$ cat config.mk
export PLATFORM = sky130hd
export DESIGN_NAME = stcs_ram
export DESIGN_NICKNAME = d
export VERILOG_FILES = /design/src/rtl/stcs_ram.sv
export SDC_FILE = /design/constraint.sdc
export NUM_CORES = 2
export LEC_CHECK = 0
export BUFFER_PORTS_ARGS = -buffer_cell sky130_fd_sc_hd__buf_2
export CORE_UTILIZATION = 45
export DETAILED_ROUTE_END_ITERATION = 10
export GPL_TIMING_DRIVEN = 1
export SLEW_MARGIN = 20
export SYNTH_ARGS = -nofsm -noshare
export SYNTH_HDL_FRONTEND = slang
export SYNTH_SLANG_ARGS = --single-unit
$ cat constraint.sdc
create_clock -name i_clk -period 2.9 [get_ports i_clk]
set_input_delay 0.58 -clock i_clk [delete_from_list [all_inputs] [get_ports i_clk]]
set_output_delay 0.58 -clock i_clk [all_outputs]
set_load 0.03 [all_outputs]
$ cat src/rtl/stcs_ram.sv
`default_nettype none
module stcs_ram #(
    parameter int WIDTH = 8,
    parameter int DEPTH = 256
) (
    input  wire logic                                           i_clk,
    input  wire logic                                           i_we,
    input  wire logic [((DEPTH > 1) ? $clog2(DEPTH) : 1)-1:0]   i_waddr,
    input  wire logic [WIDTH-1:0]                               i_wdata,
    input  wire logic [((DEPTH > 1) ? $clog2(DEPTH) : 1)-1:0]   i_raddr,
    output logic      [WIDTH-1:0]                               o_rdata
);
    logic [WIDTH-1:0] r_mem [DEPTH];

    // write port and registered read port
    always_ff @(posedge i_clk) begin
        if (i_we) begin
            r_mem[i_waddr] <= i_wdata;
        end
        o_rdata <= r_mem[i_raddr];
    end
endmodule
`default_nettype wire

# ---- Word-level counts from Yosys, hierarchy flattened
# Memories as Yosys holds them, arrays and structs flattened. A register that Yosys moved wholly into a read port is not among the register bits.
# Cells that the tools add are included.
dict set report word_totals {
  register_bits 0
  memories 1
  out_inout_bits 8
  ramBits 2048
}
# memory words word_bits read_ports rd_ports_with_merged_regs write_ports line
set memory_table {}
lappend memory_table {r_mem 256 8 1 1 1 13} ;# logic [WIDTH-1:0] r_mem [DEPTH];
dict set report classes {
  mux 2
}
# op count
set op_table {}
lappend op_table {{1-bit 2-to-1 mux} 2}

# ---- Longest topological paths before layout
dict set report logic_depth {
  ltp_word 2
  depth_mapped 11
}

# ---- Worst setup path after synthesis
# OpenSTA, ideal clock, no wires.
dict set report synth_path {
  kind {input to register}
  from {input port i_raddr[0] in the netlist's numbering}
  to {register o_rdata[2], read port of r_mem}
  stages 9
  required_time_ns 2.769
  path_slack_ns 0.382
  arrival_time_ns 2.387
  cell_sequence {buf_6 buf_12 buf_8 buf_2 mux4_2 a22oi_1 a21oi_1 nor4_1 nor4_2}
}
# item line
set synth_rtl {}
lappend synth_rtl {{from (decl)} 10} ;# input wire logic [((DEPTH > 1) ? $clog2(DEPTH) : 1)-1:0] i_raddr,
lappend synth_rtl {{to (decl)} 11} ;# output logic [WIDTH-1:0] o_rdata

==> results.cfg <==
[global_routing]
grt_use_total = 0.228
antenna_found_initial = 7
met3_usage = 0.0363
grt_max_degree = 125
use_met1 = 0.329
grt_pass1_vias = 41374
overflow = 0
grt_first_pass_wirelength_microns = 293000
grt_use_met2 = 0.362
grt_busiest_layer = met2

[min_path]
min_to = r_mem[157][6]
worstHoldStart = i_wdata[6]
min_path_type = in2reg
hold_depth = 1

[clock_tree]
cts_max_level = 4
cts_root_buffer = clkbuf_16
post_cts_buffers = 0
clk_pin_slew_ns = 0.06
worstSkewPairLatency_ns = 0.83
hold_buffers = 0
cts_tree = built
cts_buffers = 204
cts_buffer_depth = 3
cts-resized-gates = 1
numClockSinks = 2056

[logic_synthesis]
yosys.area.top_type = edfxtp_1
synthArstFlopShare = 0
ys_seq_elements = 2056
synth-edff-count = 2048
synth_top_area_frac = 0.773
postSynthCellCount = 3733
syn-cell-area_sq_um = 79600
synth_most_common_cell = edfxtp_1
yosys_most_used_dff = edfxtp_1
syn_nets = 3759
yosysUniqueCellTypes = 55
synth.area.top_cells = edfxtp_1 (77%), mux4_2 (13%), mux2i_1 (1.7%), nor2_1 (1.3%), a22oi_1 (1.3%)
syn_area_per_cell_sq_um = 21.3
yosysWarnings = 0
seq_area_frac_synth = 0.775
netlist_top_cells_count = edfxtp_1 (2,048), mux4_2 (454), nor2_1 (282)

[place]
place.gp.congestion = 0.892
post-place-ws_ns = -0.816
dpl_cell_area_sq_um = 87500
hpwl_microns = 132000
port_buffers = 33
dp.cells = 6560

[layout]
drive_gt1_frac = 0.323
final_area_sq_um = 93900
fill_cells = 13396
final_cells = 6943
finalNetCount = 4467
area_growth_pct = 18.1

[power]
power.total_mw = 61.8
ir_drop_mv = 0.532
p_leak_nw = 30.4
p_per_area_nw_per_um2 = 658

[critical_path]
cp_max_fo = 10
r2r-end = o_rdata[0]
rrSetupSlack_ns = 0.14
crit_type = in2reg
r2r_start = r_mem[84][0]
worst_r2r_path_depth = 6
cp.arrival_ns = 3.59
worstSetupStartpointType = input port
cp-end-kind = flip-flop
critical_path_required_ns = 3.63

[sta]
finalSetupViolCount = 0
hold_slack_ns = 0.137
fin_skew_ns = 0.0443
fmax_mhz = 350
tightestPinTransition_ns = 1.02
fin_ws_ns = 0.0442
rsz0062_at_grt = no
relSlewSlack = 0.320
finalHoldViolations = 0
min_period_ns = 2.86
fin_crit_sh = 0.985
slew_viol_final = 0

[flow_run]
cap_violations = 0

[routing]
routed_wl_microns = 203000
via_per_inst = 5.85
wire_per_inst_microns = 29.2
vias = 40613
drtIter0Drc = 4734
drtAntennaViolNets = 0
firstDrtPassIters = 5
drc = 0

[status]
status = finished, final reports clean

[die]
die_area_sq_um = 178000
start_util = 0.455
core_area_sq_um = 175000
die_h_microns = 422
io_pins = 34
die_x_microns = 422
std_cell_rows = 153
## cells by family (layout without fill, tap and decap cells)
group	count (synthesis)	after routing	share of synthesized area
muxes	591	591	0.146
and+or+nand+nor	466	466	0.0263
other	0	3	0
DFF	2056	2056	0.775
AOI/OAI and AO/OA	385	385	0.0342
buffers and inverters	235	1117	0.0183
## final cells by class
class	instances	area (sq um)	area share
flip-flops and latches	2056	61700	0.656
multi-input cells	1442	16500	0.176
repair buffers	735	6400	0.0682
clock buffers	265	5480	0.0583
well taps	2325	2910	0.0310
clock inverters	115	980	0.0104
inverters	2	7.51	0.0000799
diodes	3	7.51	0.0000799
## metrics by stage
step	util	TNS, ns
after floorplan	-	0
after global placement	0.500	-5.62
after detailed placement	0.500	-5.57
after CTS	0.537	0
after global routing	0.537	0
final	0.537	0
## flip-flops by register name (all words and copies together), names as in the netlist
register,flops
r_mem,2048
o_rdata,8
## report_power, final
part	switching [mW]	internal [mW]
Combinational	2.09	1.39
Clock	11.0	14.5
Sequential	0.0668	32.8
Total	13.2	48.6
## worst max-delay path by stage
stage                from    endpoint  slack [ns]
3_5_place_dp   i_raddr[0]  o_rdata[2]       -0.82
3_3_place_gp   i_raddr[0]  o_rdata[2]       -0.86
6_report       i_raddr[0]  o_rdata[0]        0.04
5_1_grt        i_raddr[0]  o_rdata[6]        0.06
4_1_cts        i_raddr[0]  o_rdata[0]        0.08
2_1_floorplan  i_raddr[0]  o_rdata[2]        0.38
## cell usage in the layout, fill, tap and decap left out, types with 4 or more instances in the layout
cell type  netlist  final
mux2i_1        134    134
nand3_1         34     34
a21oi_1         96     96
buf_2           31     21
mux4_2         454    454
a22o_1           8      8
clkbuf_1       111     51
nor2b_1         31     28
o21ai_0         10     10
o221ai_1        46     46
or2_2            4      4
o211ai_1        10     10
a211oi_1        16     16
nor4_1          24     23
and2_1           6      5
clkbuf_16        0    208
buf_4           27    635
a22oi_1        133    133
bufinv_16        0     13
nor3_1          22     22
clkinv_8         0      5
nand2b_1         8      8
clkinv_2         0     36
o22a_1           5      5
edfxtp_1      2048   2048
buf_12           8     69
o32ai_1          4      4
nor2_1         282    279
dfxtp_1          8      8
clkinv_1         1     51
o22ai_1         28     28
clkbuf_8         0      6
a221oi_1        13     13
nand2_1         33     33
nand4_1         10     10
buf_8           13     10
nor4_2           3      4
## worst max-delay path: stages
cell      delay [ns]
buf_8           0.19
buf_12          0.21
buf_12          0.15
buf_4           0.16
mux4_2          0.51
nor2b_1         0.17
a211oi_1        0.29
buf_4           0.17
nor3_1          0.05
nor4_1          0.75
buf_4           0.24
nor4_2          0.04
## routing by layer
layer / routed length (microns) / vias to the layer above
li1: - / 17134
met1: 85800 / 21646
met2: 97700 / 1568
met3: 14200 / 265
met4: 4860 / 0
met5: 0 / -
Power figures use the tool's default switching activity.
